`src/ypf_pkg.sv`:
```
`default_nettype none

package ypf_pkg;

  localparam int FRAC_BITS_DEF = 16;

  // ln2 in Q0.32
  localparam logic [31:0] LN2_Q32 = 32'd2977044472;
  localparam logic [63:0] SAT_CAP = 64'h4000_0000_0000_0000;
  localparam logic [63:0] HI_PROD_LIMIT = 64'h0000_0000_4000_0000;

  localparam logic [6:0] DIV_STEPS_FULL   = 7'd64;
  localparam logic [6:0] DIV_STEPS_TERM   = 7'd33;
  localparam logic [3:0] EXP_TERMS        = 4'd14;

  localparam logic [2:0] REG_ENERGY_SCALE   = 3'd0;
  localparam logic [2:0] REG_SCREENING_RATE = 3'd1;
  localparam logic [2:0] REG_CUTOFF         = 3'd2;
  localparam logic [2:0] REG_MINIMUM_START  = 3'd3;

  localparam logic signed [63:0] S32_MAX = 64'sh0000_0000_7FFF_FFFF;
  localparam logic signed [63:0] S32_MIN = 64'shFFFF_FFFF_8000_0000;

  typedef struct packed {
    logic start;
    logic plain;
  } mul_ctl_t;

  typedef enum logic [4:0] {
    ST_IDLE,
    ST_SQ,
    ST_SQRT,
    ST_POST,
    ST_RR,
    ST_RRC,
    ST_KR,
    ST_EXDIV,
    ST_EXMUL,
    ST_EXDIVK,
    ST_EXEND,
    ST_MA,
    ST_MB,
    ST_MAC,
    ST_MBC,
    ST_MD,
    ST_MF,
    ST_MQ,
    ST_FDIV,
    ST_FMUL,
    ST_FIN,
    ST_DONE
  } seq_state_t;

  function automatic logic [31:0] mag32(input logic signed [31:0] v);
    return v[31] ? (~v + 32'd1) : v;
  endfunction

  function automatic logic [63:0] mag64(input logic signed [63:0] v);
    return v[63] ? (~v + 64'd1) : v;
  endfunction

  function automatic logic signed [31:0] sat32(input logic signed [63:0] v);
    logic signed [31:0] r;
    if (v > S32_MAX) r = 32'sh7FFF_FFFF;
    else if (v < S32_MIN) r = 32'sh8000_0000;
    else r = v[31:0];
    return r;
  endfunction

endpackage

`default_nettype wire

```
`src/ypf_mul.sv`:
```
`default_nettype none

// floor(a*b / 2^32) saturated at 2^62 over four partial products,
// or a plain 32x32 product; one multiplier, registered product
module ypf_mul (
  input  logic              clk,
  input  logic              rst,
  input  ypf_pkg::mul_ctl_t ctl,
  input  logic [63:0]       op_a,
  input  logic [63:0]       op_b,
  output logic              done,
  output logic [63:0]       result
);
  import ypf_pkg::*;

  logic [63:0] a_q, b_q, acc, prod, room, tail;
  logic        plain_q;
  logic [2:0]  phase;
  logic [31:0] mx, my;

  always_comb begin
    case (phase)
      3'd1: begin
        mx = plain_q ? a_q[31:0] : a_q[63:32];
        my = plain_q ? b_q[31:0] : b_q[63:32];
      end
      3'd2: begin
        mx = a_q[63:32];
        my = b_q[31:0];
      end
      3'd3: begin
        mx = a_q[31:0];
        my = b_q[63:32];
      end
      default: begin
        mx = a_q[31:0];
        my = b_q[31:0];
      end
    endcase
    room = SAT_CAP - acc;
    tail = {32'd0, prod[63:32]};
  end

  always_ff @(posedge clk) begin
    if (rst) begin
      phase <= 3'd0;
      done  <= 1'b0;
    end else begin
      done <= 1'b0;
      case (phase)
        3'd0: begin
          if (ctl.start) begin
            a_q     <= op_a;
            b_q     <= op_b;
            plain_q <= ctl.plain;
            phase   <= 3'd1;
          end
        end
        3'd1: begin
          prod  <= 64'(mx) * 64'(my);
          phase <= 3'd2;
        end
        3'd2: begin
          if (plain_q) begin
            result <= prod;
            done   <= 1'b1;
            phase  <= 3'd0;
          end else if (prod >= HI_PROD_LIMIT) begin
            result <= SAT_CAP;
            done   <= 1'b1;
            phase  <= 3'd0;
          end else begin
            acc   <= prod << 32;
            prod  <= 64'(mx) * 64'(my);
            phase <= 3'd3;
          end
        end
        3'd3, 3'd4: begin
          if (prod >= room) begin
            result <= SAT_CAP;
            done   <= 1'b1;
            phase  <= 3'd0;
          end else begin
            acc   <= acc + prod;
            prod  <= 64'(mx) * 64'(my);
            phase <= phase + 3'd1;
          end
        end
        3'd5: begin
          result <= (tail >= room) ? SAT_CAP : acc + tail;
          done   <= 1'b1;
          phase  <= 3'd0;
        end
        default: phase <= 3'd0;
      endcase
    end
  end

endmodule

`default_nettype wire

```
`config.mk`:
```
export PLATFORM = sky130hd
export DESIGN_NAME = ypf_mul
export DESIGN_NICKNAME = d
export VERILOG_FILES = /design/src/ypf_pkg.sv /design/src/ypf_mul.sv
export SDC_FILE = /design/constraint.sdc
export NUM_CORES = 2
export LEC_CHECK = 0
export ABC_CLOCK_PERIOD_IN_PS = 23300
export BUFFER_PORTS_ARGS = -buffer_cell sky130_fd_sc_hd__buf_2
export CAP_MARGIN = 20
export CELL_PAD_IN_SITES_DETAIL_PLACEMENT = 1
export CELL_PAD_IN_SITES_GLOBAL_PLACEMENT = 2
export CORE_ASPECT_RATIO = 1.4
export CORE_MARGIN = 3
export CORE_UTILIZATION = 42
export DETAILED_ROUTE_END_ITERATION = 10
export PLACE_DENSITY_LB_ADDON = 0.1
export REMOVE_ABC_BUFFERS = 1
export SETUP_SLACK_MARGIN = 0.15
export SLEW_MARGIN = 5
export SYNTH_ARGS = -nofsm -noshare
export SYNTH_HDL_FRONTEND = slang
export SYNTH_SLANG_ARGS = --single-unit
```
`constraint.sdc`:
```
create_clock -name clk -period 23.3 [get_ports clk]
set_clock_uncertainty 0.2 [all_clocks]
set_input_delay 4.66 -clock clk [delete_from_list [all_inputs] [get_ports clk]]
set_output_delay 4.66 -clock clk [all_outputs]
set_load 0.03 [all_outputs]
```
* After elaboration in Yosys (flattened, before gate mapping)
Cells that the tools add are included.
** Storage, ports and cells
- Register bits after elaboration :: 325
- Input port bits :: 132
- Output and inout bits :: 65
- Logic and storage cells :: 63
** Operators by class
- Add/sub/neg operators :: 4
- $mul :: 1
- Magnitude comparators :: 3
- Eq/ne operators :: 11
- Mux-type cells :: 26
- Bitwise gates (word level) :: 1
- Reduce and logical (&&, ||, !) cells :: 9
** Operators with widths (number)
- $mux W64 :: 10
- $pmux W64 S3 :: 2
- $pmux W32 S2 :: 2
- $pmux W64 S2 :: 1
- $add A64 B32 Y64 :: 1
- $add A64 B64 Y64 :: 1
- $ge A32 B64 Y1 :: 1
- $ge A64 B31 Y1 const B :: 1
- $ge A64 B64 Y1 :: 1
- $mul A32 B32 Y64 :: 1
- $mux W32 :: 2
- $sub A63 B64 Y64 const A :: 1
- $pmux W3 S4 :: 1
- $ne A2 B2 Y1 const B :: 5
- $reduce_and A5 Y1 :: 2
- $eq A3 B2 Y1 const B :: 2
- $eq A3 B3 Y1 const B :: 2
- $mux W3 :: 2
- $reduce_bool A3 Y1 :: 2
- $mux W2 :: 2
- $reduce_and A4 Y1 :: 1
- $add A3 B1 Y3 const B :: 1
- $eq A3 B1 Y1 const B :: 1
- $logic_not A3 Y1 :: 1
- 7 further kinds :: 9

* Logic depth before layout (Yosys ltp)
- Depth after elaboration :: 6
- Depth in mapped cells :: 40
- Depth with buffers taken out :: 35

* Least setup slack after synthesis
OpenSTA, ideal clock, no wires.
- Kind :: input port to flip-flop
- From :: input ctl[1] in the netlist's numbering
- To :: register a_q[0] (enable)
- Setup time :: 0.933 ns
- Data arrival time :: 16.793 ns
- Data required time :: 22.167 ns
- Slack :: 5.374 ns
- Stages :: 2
- Path buffers :: 0
- Cell sequence :: inv_1 > nor4_1
** On the way
- Cells in the longest elaborated chain, start to end :: 1
** Ends and longest elaborated chain
- start: declaration :: RTL line ypf_mul.sv:8 : input ypf_pkg::mul_ctl_t ctl,
- $reduce_and A3 Y1 (no source line)
- end signal: assignment :: RTL line ypf_mul.sv:53 : a_q <= op_a;
- end: declaration :: RTL line ypf_mul.sv:16 : logic [63:0] a_q, b_q, acc, prod, room, tail;
No other way between the ends.
A chain may end at the register's enable or synchronous reset.

* Final worst setup path
- From :: register phase[1]
- To :: register prod[62], data pin
** On the way
- Cells in the longest elaborated chain, start to end :: 6
- Elaborated cells on any way between the ends :: 12
- Classes of those cells :: mul: 1; eq/ne: 4; mux: 6; reduce/logical: 1
** Ends and longest elaborated chain
- start: declaration :: RTL line ypf_mul.sv:18 : logic [2:0] phase;
- start signal: assignment :: RTL line ypf_mul.sv:86 : phase <= phase + 3'd1;
- $eq A3 B2 Y1 / $eq A3 B1 Y1 (equally long branches) :: RTL line ypf_mul.sv:22, ypf_mul.sv:50
- $pmux W32 S2 :: RTL line ypf_mul.sv:22 : case (phase)
- $mul A32 B32 Y64 :: RTL line ypf_mul.sv:60, ypf_mul.sv:74, ypf_mul.sv:85
- $mux W64 :: RTL line ypf_mul.sv:68 : end else if (prod >= HI_PROD_LIMIT) begin
- $mux W64 :: RTL line ypf_mul.sv:64 : if (plain_q) begin
- $pmux W64 S3 (*) :: RTL line ypf_mul.sv:50 : case (phase)
- end signal: assignment :: RTL line ypf_mul.sv:60 : prod <= 64'(mx) * 64'(my);
- end signal: assignment :: RTL line ypf_mul.sv:74 : prod <= 64'(mx) * 64'(my);
- end signal: assignment :: RTL line ypf_mul.sv:85 : prod <= 64'(mx) * 64'(my);
- end: declaration :: RTL line ypf_mul.sv:16
Every way passes the cells marked *; elsewhere a longest branch is shown, timed or not. The select of a mux whose other input is x is not followed.

==> run metrics <==
via count of the first global-routing pass=47100; total CTS buffers=40; worst stage delay on the critical path=940 ps; Post-synth EDFFs=321; DR WL/cell=28.3 um; Largest delay share family, worst path=adder cells; Die Area=131000 um2; most frequent cells in the layout=908 x inv_1, 898 x fa_1, 758 x nor2_1; ANT nets after route=0; asr flop ratio synth=0; worst hold path type=reg -> reg; #FFs+latches synth=325; Initial Util=0.425; max-cap viol count=0; proportion of layout cells with a drive suffix above 1=0.0819; most used cell, CP=fa_1; initial antenna violation count=1; first-pass GRT wire length=309 mm; CTS H-Tree Depth=2; syn_area_per_cell=9.37 um2; GP Congestion=0.949; routed wire length=210 mm; CP Launch Type=register; Max-slew headroom=0.193; Mapped Cells=5663; sum of negative setup slack=0 ps; top_reg_cell synth=edfxtp_1; grt ovf=0; Setup Viol. Count Final=0; core area=125000 um2; Achievable Freq=87.8 MHz; Clock Path Buffers=3; WP data arrival=11550 ps; DRT iter0 DRCs=2406; final worst slack=11900 ps; Setup WS pre-CTS=11820 ps; min Tclk post-route=11400 ps; kind of critical path=reg -> reg; Worst-Skew Late Latency=640 ps; crit-path max FO=46; Detail Placement HPWL=164 mm; Final Cycle Share=0.489; die width=306 um; CP Buf/Inv Count=8; CP required=23450 ps; CTS Sinks=325; final net count=7248; Crit path depth=32; setup bufs post-CTS=0; final design utilization=0.461; drt pass-1 iters=7; Synth Cell Area=53100 um2; Clock transition at path regs=70 ps; final hold violations=0; Die Height=427 um; CTS root buf=clkbuf_16; Gates resized, CTS repair=0; TritonCTS clock tree=done; RSZ-0062 raised after global routing=false; P&R area growth vs syn=8.48%; Critical Path End Type=register; most common cell after layout, fill and taps aside=inv_1; Synth Warn #=0; status=finished clean; synth unique cells=77; hold buffers post-CTS=0; reg2reg path depth=32; worst-margin pin slew=1210 ps; fin. max-slew vios=0; routed vias=42500; Hold Slack=413 ps; # rows=153; Post-route DRC=0; Hold Path Depth=1; io pins=197; global-route usage over all layers=0.325; vias per inst=5.73; port buffer count=196; largest net degree at the start of global routing=77; sequential share of the synthesized area=0.183; CP max stage cell=o31ai_1
-- final timing paths --
kind | from | endpoint | slack (ps)
worst max register to register | phase[1] | prod[62] | 11900
worst max-delay path | phase[1] | prod[62] | 11900
worst min-delay path | phase[1] | phase[1] | 410
worst min register to register | phase[1] | phase[1] | 410
-- Yosys cell counts, types with 9 or more instances --
master | instances | share of area
and2_1 | 19 | 0.0022
o21a_1 | 23 | 0.0033
nand2_1 | 598 | 0.042
a211oi_1 | 15 | 0.0021
nand2b_1 | 28 | 0.0033
xor2_1 | 110 | 0.018
o21bai_1 | 24 | 0.0034
o21ai_0 | 116 | 0.011
nand4_1 | 58 | 0.0068
inv_1 | 908 | 0.064
a21oi_1 | 214 | 0.020
a22o_1 | 127 | 0.021
fa_1 | 898 | 0.34
or2_2 | 21 | 0.0025
clkbuf_1 | 264 | 0.019
o31a_1 | 9 | 0.0015
edfxtp_1 | 321 | 0.18
xnor2_1 | 123 | 0.020
nand3_1 | 55 | 0.0052
and3_1 | 26 | 0.0031
a31oi_1 | 22 | 0.0026
nor2_1 | 758 | 0.054
ha_1 | 460 | 0.11
a22oi_1 | 63 | 0.0089
a21o_1 | 120 | 0.017
nor4_1 | 31 | 0.0037
or3_1 | 19 | 0.0022
nor3_1 | 55 | 0.0052
nor2b_1 | 23 | 0.0027
o31ai_1 | 15 | 0.0021
-- kinds of logic after synthesis --
kind of cell / count (synthesis) / share of synthesized area
xor gates and xnor gates: 233 / 0.0385
muxes: 4 / 0.000825
DFF: 325 / 0.183
adders and majority gates: 1358 / 0.447
and+or+nand+nor: 1722 / 0.138
AOI/OAI and AO/OA: 832 / 0.107
buffers and inverters: 1189 / 0.0851
-- per-layer routing --
layer  wire length, um  global-route usage
met1             78400               0.367
met2            106000               0.588
met3             10100              0.0423
met4             14900               0.185
met5                 0                   0
-- cell type report --
type                            instances  area (um2)
Inverter                              908        3410
Tap cell                             1627        2040
Sequential cell                       325        9720
Clock buffer                           49        1080
Timing Repair Buffer                  334        2020
Antenna cell                            1        2.50
Multi-Input combinational cell       4149       39100
Clock inverter                         23         256
Fill cell                           14300       67200
-- sequential cells by signal (all words and copies together), names as in the netlist --
signal   cells
a_q         64
b_q         64
acc         64
result      64
done         1
phase        3
plain_q      1
prod        64
-- per-stage QoR --
stage / instances / area (um2)
after floorplan: 5382 / 52000
after global placement: 7343 / 56200
after detailed placement: 7343 / 56200
after CTS: 7415 / 57600
after global routing: 7415 / 57600
final: 7416 / 57600
Power is left out: the tool's default activity adds up to more than one toggle a clock period on the data nets, which glitch-free logic cannot reach.
