--- config.mk ---
export PLATFORM = sky130hd
export DESIGN_NAME = ypf_sqrt
export DESIGN_NICKNAME = d
export VERILOG_FILES = /design/src/ypf_sqrt.sv
export SDC_FILE = /design/constraint.sdc
export NUM_CORES = 1
export LEC_CHECK = 0
export BUFFER_PORTS_ARGS = -buffer_cell sky130_fd_sc_hd__buf_2
export CAP_MARGIN = 25
export CORE_AREA = 2 2 215 217
export CTS_CLUSTER_DIAMETER = 100
export DETAILED_ROUTE_END_ITERATION = 16
export DIE_AREA = 0 0 217 219
export GPL_ROUTABILITY_DRIVEN = 0
export GPL_TIMING_DRIVEN = 0
export PLACE_DENSITY = 0.6
export SLEW_MARGIN = 0
export SYNTH_ARGS = -nofsm -noshare
export SYNTH_HDL_FRONTEND = slang
export SYNTH_SLANG_ARGS = --single-unit
export TNS_END_PERCENT = 5
--- constraint.sdc ---
create_clock -name clk -period 21.7 [get_ports clk]
set_input_delay 5.425 -clock clk [delete_from_list [all_inputs] [get_ports clk]]
set_output_delay 5.425 -clock clk [all_outputs]
set_load 0.01 [all_outputs]
--- src/ypf_sqrt.sv ---
`default_nettype none

// floor square root, two radicand bits per cycle
module ypf_sqrt (
  input  logic        clk,
  input  logic        rst,
  input  logic        start,
  input  logic [63:0] radicand,
  output logic        done,
  output logic [31:0] root
);

  logic [63:0] v, res, bitv, trial;
  logic [4:0]  j;
  logic        busy;

  always_comb begin
    bitv  = 64'd1 << {j, 1'b0};
    trial = res + bitv;
  end

  always_ff @(posedge clk) begin
    if (rst) begin
      busy <= 1'b0;
      done <= 1'b0;
    end else begin
      done <= 1'b0;
      if (start) begin
        v    <= radicand;
        res  <= 64'd0;
        j    <= 5'd31;
        busy <= 1'b1;
      end else if (busy) begin
        if (v >= trial) begin
          v   <= v - trial;
          res <= (res >> 1) + bitv;
        end else begin
          res <= res >> 1;
        end
        if (j == 5'd0) begin
          busy <= 1'b0;
          done <= 1'b1;
        end else begin
          j <= j - 5'd1;
        end
      end
    end
  end

  assign root = res[31:0];

endmodule

`default_nettype wire

# Yosys cells after proc, flatten, opt, wreduce, memory -nomap -nowiden
# Cells that the tools add are included.
dict set report totals {
  register_bits 135
  in_bits 67
  output_inout_bits 33
  elab_cells 32
}
dict set report op_classes {
  n_addsub 4
  order_cmp 1
  eq_ne 1
  n_shift 1
  mux 11
  bitwise 2
  reduce_logical 7
}
# cell n
set ops {}
lappend ops {{$mux W64} 5}
lappend ops {{$add A63 B64 Y64} 1}
lappend ops {{$add A64 B64 Y64} 1}
lappend ops {{$ge A64 B64 Y1} 1}
lappend ops {{$shl A1 B6 Y64 const A} 1}
lappend ops {{$sub A64 B64 Y64} 1}
lappend ops {{$mux W5} 2}
lappend ops {{$reduce_and A3 Y1} 2}
lappend ops {{$logic_not A5 Y1} 1}
lappend ops {{$sub A5 B1 Y5 const B} 1}
lappend ops {{$mux W1} 4}
lappend ops {{$reduce_bool A2 Y1} 2}
lappend ops {{$reduce_or A3 Y1} 1}
lappend ops {{$ne A2 B2 Y1 const B} 1}
lappend ops {{$not A1 Y1} 2}
lappend ops {{$reduce_and A2 Y1} 1}

# Depth between registers and ports, before layout
# Gate-level depths: netlist (run 1).
dict set report depth {
  depth_word 6
  mapped_depth 28
  mapped_depth_nobuf 24
}

# Worst setup path before layout (run 1)
# OpenSTA, ideal clock, no wires.
dict set report synth_path {
  kind {input to register}
  startpoint {in start}
  endpoint {reg v[0], enable pin}
  setup_time_ps 486
  t_arrival_ps 9043
  required_ps 21214
  setup_slack_ps 12171
  stages 5
  n_path_buf 2
  cell_sequence {clkbuf_1 > buf_1 > nor2_1 > or2_2 > nor2_1}
}
dict set report synth_via {
  elab_chain_len 2
  word_cells_on_any_way 3
  cone_classes {3 x reduce/logical}
}
# element line_no
set synth_lines {}
lappend synth_lines {{start, declared} 7} ;# input logic start,
lappend synth_lines {{$reduce_bool A2 Y1 (no line)} --}
lappend synth_lines {{$reduce_and A3 Y1 (no line) (*)} --}
lappend synth_lines {{end signal, assigned} 29} ;# v <= radicand;
lappend synth_lines {{end signal, assigned} 35} ;# v <= v - trial;
lappend synth_lines {{end, declared} 13} ;# logic [63:0] v, res, bitv, trial;
# Every way passes the cells marked *; elsewhere a longest branch is shown, timed or not.
# A chain may end at the register's enable or synchronous reset.

# Worst setup path in the final report (run 1)
dict set report layout_path {
  startpoint {reg j[4]}
  endpoint {reg v[9], enable pin}
}
dict set report layout_via {
  elab_chain_len 5
}
# element line_no
set layout_lines {}
lappend layout_lines {{start, declared} 14} ;# logic [4:0] j;
lappend layout_lines {{start signal, assigned} 44} ;# j <= j - 5'd1;
lappend layout_lines {{$shl A1 B6 Y64} 18} ;# bitv = 64'd1 << {j, 1'b0};
lappend layout_lines {{$add A64 B64 Y64} 19} ;# trial = res + bitv;
lappend layout_lines {{$ge A64 B64 Y1} 34} ;# if (v >= trial) begin
lappend layout_lines {{$reduce_bool A2 Y1 (no line)} --}
lappend layout_lines {{$reduce_and A3 Y1 (no line)} --}
# Every way passes these cells.

==> impl_metrics.yaml, run 1 <==
timing:
  worst_pin_slew_ns: 1.046
  tns_ns: 0
  fmax_ghz: 0.1063
  fin_crit_sh: 0.4335
  period_minus_slack_ns: 9.408
  grt_setup_unrepaired: "no"
  clock_skew_ns: 0.01190
  slew_viol_final: 0
  setup_viol: 0
  hold_viol: 0
  slew-limit-headroom: 0.3029
detailed_routing:
  wl_per_cell_um: 20.80
  avgViaCountPerCell: 5.964
  drc: 0
  drt_iter0_markers: 1729
  wl_um: 55850
  drtAntennaViolNets: 0
  first_pass_iters: 6
  vias: 16013
clock_network:
  post-cts-setup-buffer-count: 0
  cts-root-buf: "clkbuf_16"
  cts_resized: 0
  cts-hold-fix-buffers: 0
  clk_latency_ns: 0.46
  clkSlewWorstSetupHoldPaths_ns: 0.06
  clock_path_buffers: 2
  numCtsBuffers: 17
  cts_tree: "done"
  htreeDepth: 4
  cts.sinks: 135
floorplanning:
  die_h_um: 219
  ioPinCount: 100
  die_area_um2: 47520
  placementRows: 78
  core_area_um2: 45090
  initial_core_util: 0.3460
  die_w_um: 217
synthesis:
  ys.warnings.count: 0
  synthCells: 1953
  synth_area_um2: 15600
  syn_area_per_cell_um2: 7.987
  synth_cell_type_count: 96
  async_flop_share: 0
  syn-num-nets: 2154
  synth-main-ff-cell: "edfxtp_1"
  synth_edf_count: 133
  yosysTopAreaCell: "edfxtp_1"
  synth.area.top_cells: "edfxtp_1, ha_1, nand2_1"
  yosysTopAreaCellShare: 0.2560
  ys_seq_area_frac: 0.2586
  synth-seq-cells: 135
global_routing:
  antenna_found_initial: 2
  grt_pass1_vias: 15119
  gr-total-overflow: 0
  grt_max_degree: 43
  grt_use_total: 0.2322
  grt_pass1_wl_um: 85630
placement:
  hpwl_um: 43920
  portBuffers: 98
power:
  ir_drop_mv: 0.04544
  cellInternalPower_mw: 0.6524
  p_comb_frac: 0.385
  swShare: 0.3912
  power_density_nw_per_um2: 61.22
  p_clk_frac: 0.290
  p_seq_frac: 0.325
  switching_power_mw: 0.4191
  leakagePower_nw: 6.539
  power_mw: 1.071
setup_path:
  critPathRequiredTime_ns: 21.86
  crit_buf_inv: 3
  cp_top_family: "simple AND/OR/NAND/NOR gates"
  critPathMaxStageDelay_ns: 0.83
  critPathLaunch: "j[4]"
  worstSetupStartpointType: "flop"
  cp_max_fo: 31
  r2r-start: "j[4]"
  crit_type: "reg2reg"
  crit_chain: "clkbuf_1 -> or2_2 -> clkbuf_1 -> nor3b_1 -> ha_1 -> ha_1 -> o211ai_1 -> a211oi_2 -> o2111ai_1 -> a311o_1 -> a211oi_2 -> o21a_1 -> a41oi_1 -> xor2_1 -> ha_1 -> and2_1 -> and3_1 -> nand4_1 -> a2111oi_2 -> o21ai_1 -> nand2_1 -> nor2_1 -> nor2_4 -> buf_12"
  crit_top_cell: "ha_1"
  critPathSlowestCell: "nor3b_1"
  cp-end-kind: "flop"
  crit_arrival_ns: 9.56
final_layout:
  diodes: 0
  final_cell_mix: "nand2_1, nor2_1, o21ai_0"
  final_common_cell: "nand2_1"
  final_nets: 2274
  drive_above_1_share: 0.1122
  area_delta_synth_final_pct: 12.20
worst_hold_path:
  hold_start: "busy"
  hold_path_class: "reg2reg"
status:
  run_status: "finished, final reports clean"
run:
  cap_violations: 0
state kept, by name (all words and copies together) (netlist names):
register / count
v: 64
done: 1
busy: 1
res: 64
j: 5
per-stage QoR:
stage                       util  hold slack (ns)  setup slack (ns)  cell area [um2]  cells
final                     0.3882           0.5051             12.29            17500   2685
after floorplan                -           0.4635             12.17            15600   1953
after global routing      0.3882           0.5301             12.04            17500   2685
after global placement    0.3735           0.4986             8.900            16840   2651
after detailed placement  0.3752           0.5040             12.56            16920   2654
after CTS                 0.3882           0.5125             12.51            17500   2685
metal layers:
layer | GRT usage | up-vias | share of wire
met5 | 0 | - | 0.00029
met4 | 0.08881 | 2 | 0.036
met3 | 0.04047 | 132 | 0.083
met2 | 0.3851 | 729 | 0.46
met1 | 0.3010 | 7629 | 0.42
li1 | - | 7521 | -
path summary, 6_finish.rpt:
check	end	slack, ns	cells after the start
min	done	0.51	1
max reg2reg	v[9]	12.29	24
max	v[9]	12.29	24
min reg2reg	done	0.51	1
synth_stat cells, types with 47 or more instances:
| cell type | number |
|---|---|
| o21ai_0 | 151 |
| nand3_1 | 47 |
| clkbuf_1 | 79 |
| nor2_1 | 195 |
| xor2_1 | 81 |
| ha_1 | 133 |
| nand2_1 | 221 |
| edfxtp_1 | 133 |
| xnor2_1 | 77 |
| a21oi_1 | 150 |
| a31oi_1 | 55 |
cell families after synthesis:
family          after synthesis  synth area share
compound gates              647            0.2750
fa+ha+maj                   137            0.1099
flops                       135            0.2586
mux                           8          0.005454
simple gates                697            0.2120
buf+inv                     171           0.05029
xor+xnor                    158           0.08871
worst register-to-register path, delay by kind of cell (launching register included):
kind	cells	cell delay, ns
AO/OA/AOI/OAI	9	3.05
AND/OR/NAND/NOR	8	3.68
flip-flops	1	0.47
XOR/XNOR	1	0.19
buffers and inverters	3	0.74
adder cells (fa/ha/maj)	3	0.95
final cells by class:
cell class,instances,area (um2)
inverters,45,168.9
clock inverters,12,153.9
fillers,4771,27590
clock buffers,19,432.9
well taps,600,750.7
plain buffers,126,615.6
repair buffers,101,558.0
multi-input cells,1647,10790
flip-flops and latches,135,4034
power groups by stage:
| stage | logic, mW | clock network [mW] | registers, mW |
|---|---|---|---|
| after floorplan | 0.294 | 0 | 0.344 |
| after global placement | 0.395 | 0 | 0.356 |
| after detailed placement | 0.403 | 0 | 0.354 |
| after CTS | 0.406 | 0.313 | 0.348 |
| after global routing | 0.455 | 0.321 | 0.351 |
| final | 0.413 | 0.310 | 0.349 |
(Power assumes the default switching activity.)
==> run 2: changes to the inputs <==
--- a/config.mk
+++ b/config.mk
@@ -13,7 +13,7 @@
 export DIE_AREA = 0 0 217 219
 export GPL_ROUTABILITY_DRIVEN = 0
 export GPL_TIMING_DRIVEN = 0
-export PLACE_DENSITY = 0.6
+export PLACE_DENSITY = 0.62
 export SLEW_MARGIN = 0
 export SYNTH_ARGS = -nofsm -noshare
 export SYNTH_HDL_FRONTEND = slang
==> constraint.sdc (replaced) <==
create_clock -name clk -period 8.62 [get_ports clk]
set_input_delay 2.155 -clock clk [delete_from_list [all_inputs] [get_ports clk]]
set_output_delay 2.155 -clock clk [all_outputs]
set_load 0.01 [all_outputs]
==> impl_metrics.yaml, run 2 (same netlist as run 1, synthesis figures left out) <==
clock_network:
  clock_path_buffers: 2
  cts_tree: "done"
  htreeDepth: 4
  cts-root-buf: "clkbuf_16"
  cts.sinks: 135
  numCtsBuffers: 17
  clk_latency_ns: 0.47
  clkSlewWorstSetupHoldPaths_ns: 0.07
timing:
  clock_skew_ns: 0.01228
  slew_viol_final: 0
  slew-limit-headroom: 0.3374
  hold_viol: 0
  period_minus_slack_ns: 8.137
  setup_slack_ns: 0.4832
  worst_pin_slew_ns: 0.9939
  grt_setup_unrepaired: "no"
  setup_viol: 0
  fmax_ghz: 0.1229
  fin_crit_sh: 0.9439
global_routing:
  grt_use_total: 0.2296
  grt_pass1_vias: 15151
  antenna_found_initial: 2
  grt_max_degree: 39
  gr-total-overflow: 0
  grt_pass1_wl_um: 85010
setup_path:
  critPathMaxStageDelay_ns: 0.69
  worstSetupStartpointType: "flop"
  crit_buf_inv: 6
  cp-end-kind: "flop"
  critPathSlowestCell: "clkbuf_1"
  crit_type: "reg2reg"
  cp_top_family: "simple AND/OR/NAND/NOR gates"
  crit_arrival_ns: 8.44
  critPathRequiredTime_ns: 8.92
  cp_max_fo: 10
  crit_top_cell: "clkbuf_1"
detailed_routing:
  drtAntennaViolNets: 0
  first_pass_iters: 8
  drt_iter0_markers: 1735
  wl_per_cell_um: 20.64
  drc: 0
  avgViaCountPerCell: 5.969
  vias: 16051
  wl_um: 55500
power:
  leakagePower_nw: 6.585
  power_density_nw_per_um2: 156.2
  power_mw: 2.749
  ir_drop_mv: 0.1119
floorplanning:
  placementRows: 78
  initial_core_util: 0.3460
  core_area_um2: 45090
  ioPinCount: 100
  die_h_um: 219
  die_w_um: 217
  die_area_um2: 47520
run:
  cap_violations: 0
status:
  run_status: "finished, final reports clean"
final_layout:
  final_nets: 2277
  area_delta_synth_final_pct: 12.82
  final_util: 0.3903
  diodes: 0
  final_common_cell: "nand2_1"
  final_cell_mix: "nand2_1, nor2_1, o21ai_0"
  reg_top3: "res x64, v x64, j x5"
  drive_above_1_share: 0.1173
  final_cells: 2689
  finalInstanceArea_um2: 17600
placement:
  portBuffers: 98
  placed_area_um2: 16930
  hpwl_um: 43380
  pre_cts_ws_ns: -0.5797
  place_inst: 2655
worst_hold_path:
  hold_path_class: "reg2reg"
-- run 2: cell types whose count changed in the layout (fill, tap and decap cells not counted), moves of 2 or more --
cell      delta
o21ai_2      +2
o21ai_1      -2
buf_4        +2
clkbuf_1     -3
inv_6        +3
-- run 2: final cells by class --
class / count / area (um2)
fill: 4640 / 27490
multi-input combinational: 1647 / 10820
sequential: 135 / 4034
tap: 600 / 750.7
buffer: 126 / 616.8
timing repair buffer: 104 / 588.1
clock buffer: 17 / 425.4
clock inverter: 15 / 197.7
inverter: 45 / 168.9
-- run 2: through the flow --
step	setup TNS (ns)	hold WS (ns)
3_3_place_gp	-254.64	0.5001
4_1_cts	0	0.5237
6_report	0	0.5233
2_1_floorplan	0	0.4635
3_5_place_dp	-26.36	0.5107
5_1_grt	0	0.5434
-- run 2: worst paths after layout --
check / cells past startpoint / startpoint / to / slack (ns)
setup / recovery: 26 / j[4] / res[42] / 0.48
hold / removal: 1 / busy / done / 0.52
setup reg to reg: 26 / j[4] / res[42] / 0.48
hold reg to reg: 1 / busy / done / 0.52
-- run 2: report_power, final --
part	leakage (nW)	switching, mW	internal (mW)
clock network	0.302	0.348	0.485
logic	5.00	0.660	0.378
registers	1.29	0.0640	0.813
-- run 2: repair_timing --
action                                 4_1_cts  5_1_grt
hold buffers                                 0        0
pin swaps                                    1        1
resized for setup                            1        7
buffers inserted                             1        1
endpoints found under the hold margin        0        0
setup endpoints to repair                   74      107
-- run 2: routing by layer --
layer	share of wire	vias to the layer above	track usage
met5	0	-	0
met1	0.43	7609	0.3037
met3	0.082	128	0.03479
met4	0.034	0	0.08699
li1	-	7524	-
met2	0.45	790	0.3775
==> run 3: changes to the inputs <==
--- a/config.mk
+++ b/config.mk
@@ -13,7 +13,7 @@
 export DIE_AREA = 0 0 217 219
 export GPL_ROUTABILITY_DRIVEN = 0
 export GPL_TIMING_DRIVEN = 0
-export PLACE_DENSITY = 0.62
+export PLACE_DENSITY = 0.6
 export SLEW_MARGIN = 0
 export SYNTH_ARGS = -nofsm -noshare
 export SYNTH_HDL_FRONTEND = slang
==> constraint.sdc (replaced) <==
create_clock -name clk -period 8 [get_ports clk]
set_input_delay 2 -clock clk [delete_from_list [all_inputs] [get_ports clk]]
set_output_delay 2 -clock clk [all_outputs]
set_load 0.01 [all_outputs]
==> impl_metrics.yaml, run 3 (same netlist as run 1, synthesis figures left out) <==
worst_hold_path:
  hold_path_class: "reg2reg"
setup_path:
  worstSetupStartpointType: "flop"
  crit_buf_inv: 4
  critPathRequiredTime_ns: 8.16
  cp_max_fo: 31
  cp-end-kind: "flop"
  critPathMaxStageDelay_ns: 0.54
  cp_top_family: "simple AND/OR/NAND/NOR gates"
  critPathSlowestCell: "edfxtp_1"
  crit_arrival_ns: 7.89
  crit_type: "reg2reg"
timing:
  grt_setup_unrepaired: "yes"
  hold_viol: 0
  slew_viol_final: 0
  period_minus_slack_ns: 7.730
  worst_pin_slew_ns: 1.040
  fin_crit_sh: 0.9662
  clock_skew_ns: 0.01636
  holdWs_ns: 0.5052
  setup_viol: 0
  fmax_ghz: 0.1294
  slew-limit-headroom: 0.3065
floorplanning:
  die_area_um2: 47520
  core_area_um2: 45090
  ioPinCount: 100
  die_h_um: 219
  placementRows: 78
  initial_core_util: 0.3460
  die_w_um: 217
final_layout:
  drive_above_1_share: 0.1222
  final_common_cell: "nand2_1"
  n_fill_cell: 4734
  seq_area_um2: 4034
  reg_top3: "res x64, v x64, j x5"
  area_delta_synth_final_pct: 13.28
  multi_input_area_um2: 10880
  final_util: 0.3919
  final_nets: 2275
  final_cell_mix: "nand2_1, nor2_1, a21oi_1, o21ai_0"
power:
  ir_drop_mv: 0.1495
  power_density_nw_per_um2: 168.7
  leakagePower_nw: 6.616
clock_network:
  clkSlewWorstSetupHoldPaths_ns: 0.08
  cts.sinks: 135
  htreeDepth: 4
  cts-root-buf: "clkbuf_16"
  clk_latency_ns: 0.47
  numCtsBuffers: 17
  cts_tree: "done"
  clock_path_buffers: 2
detailed_routing:
  drc: 0
  wl_um: 55880
  avgViaCountPerCell: 6.016
  first_pass_iters: 8
  drtAntennaViolNets: 0
  vias: 16170
  wl_per_cell_um: 20.79
  drt_iter0_markers: 1600
global_routing:
  gr-total-overflow: 0
  grt_use_total: 0.2315
  antenna_found_initial: 1
  grt_max_degree: 34
  grt_pass1_vias: 15142
  grt_pass1_wl_um: 85410
placement:
  hpwl_um: 43700
  portBuffers: 98
run:
  cap_violations: 0
status:
  run_status: "finished, final reports clean"
==> run 3: changes by cell type in the layout (fill, tap and decap cells not counted), sizes merged <==
cell,previous run,this run
inv,49,51
clkbuf,96,94
clkinvlp,2,0
diode,0,1
==> run 3: final timing paths <==
kind                            from    end  slack [ns]  cells past startpoint
worst max-delay path            j[2]  v[44]        0.27                     25
worst min-delay path            busy   done        0.51                      1
worst max register to register  j[2]  v[44]        0.27                     25
worst min register to register  busy   done        0.51                      1
==> run 3: final cells by class <==
| type | count | share of cell area |
|---|---|---|
| multi-input combinational | 1647 | 0.6157 |
| sequential | 135 | 0.2283 |
| tap | 600 | 0.04248 |
| buffer | 124 | 0.03470 |
| timing repair buffer | 104 | 0.03285 |
| clock buffer | 17 | 0.02407 |
| clock inverter | 15 | 0.01225 |
| inverter | 45 | 0.009559 |
| antenna | 1 | 0.0001416 |
==> run 3: per-layer routing <==
layer	part of all wire	track usage	wire [um]	vias to the layer above
li1	-	-	-	7516
met1	0.43	0.3018	23760	7720
met2	0.46	0.3756	25470	784
met3	0.079	0.03867	4408	150
met4	0.040	0.1043	2246	0
met5	0	0	0	-
==> run 3: stage by stage <==
stage	setup WS, ns	setup TNS (ns)	power (mW)	cell area (um2)	instances
floorplan	0.5263	0	1.727	15600	1953
global placement	-2.920	-202.00	2.033	16840	2651
finish	0.2702	0	2.982	17670	2688
CTS	0.04729	0	2.964	17610	2689
global route	-0.04387	-1.163	3.137	17670	2687
detailed placement	-1.179	-84.80	2.050	16920	2654
==> run 3: timing repair <==
item	CTS	global route
hold endpoints to repair	0	0
buffers inserted	3	0
pin swaps	2	1
setup endpoints to repair	118	118
hold buffers	0	0
gates resized for setup	7	20
==> run 3: report_power, final <==
group / switching (mW) / internal [mW]
clock: 0.380 / 0.530
combinational: 0.716 / 0.409
sequential: 0.0692 / 0.876
total: 1.17 / 1.82
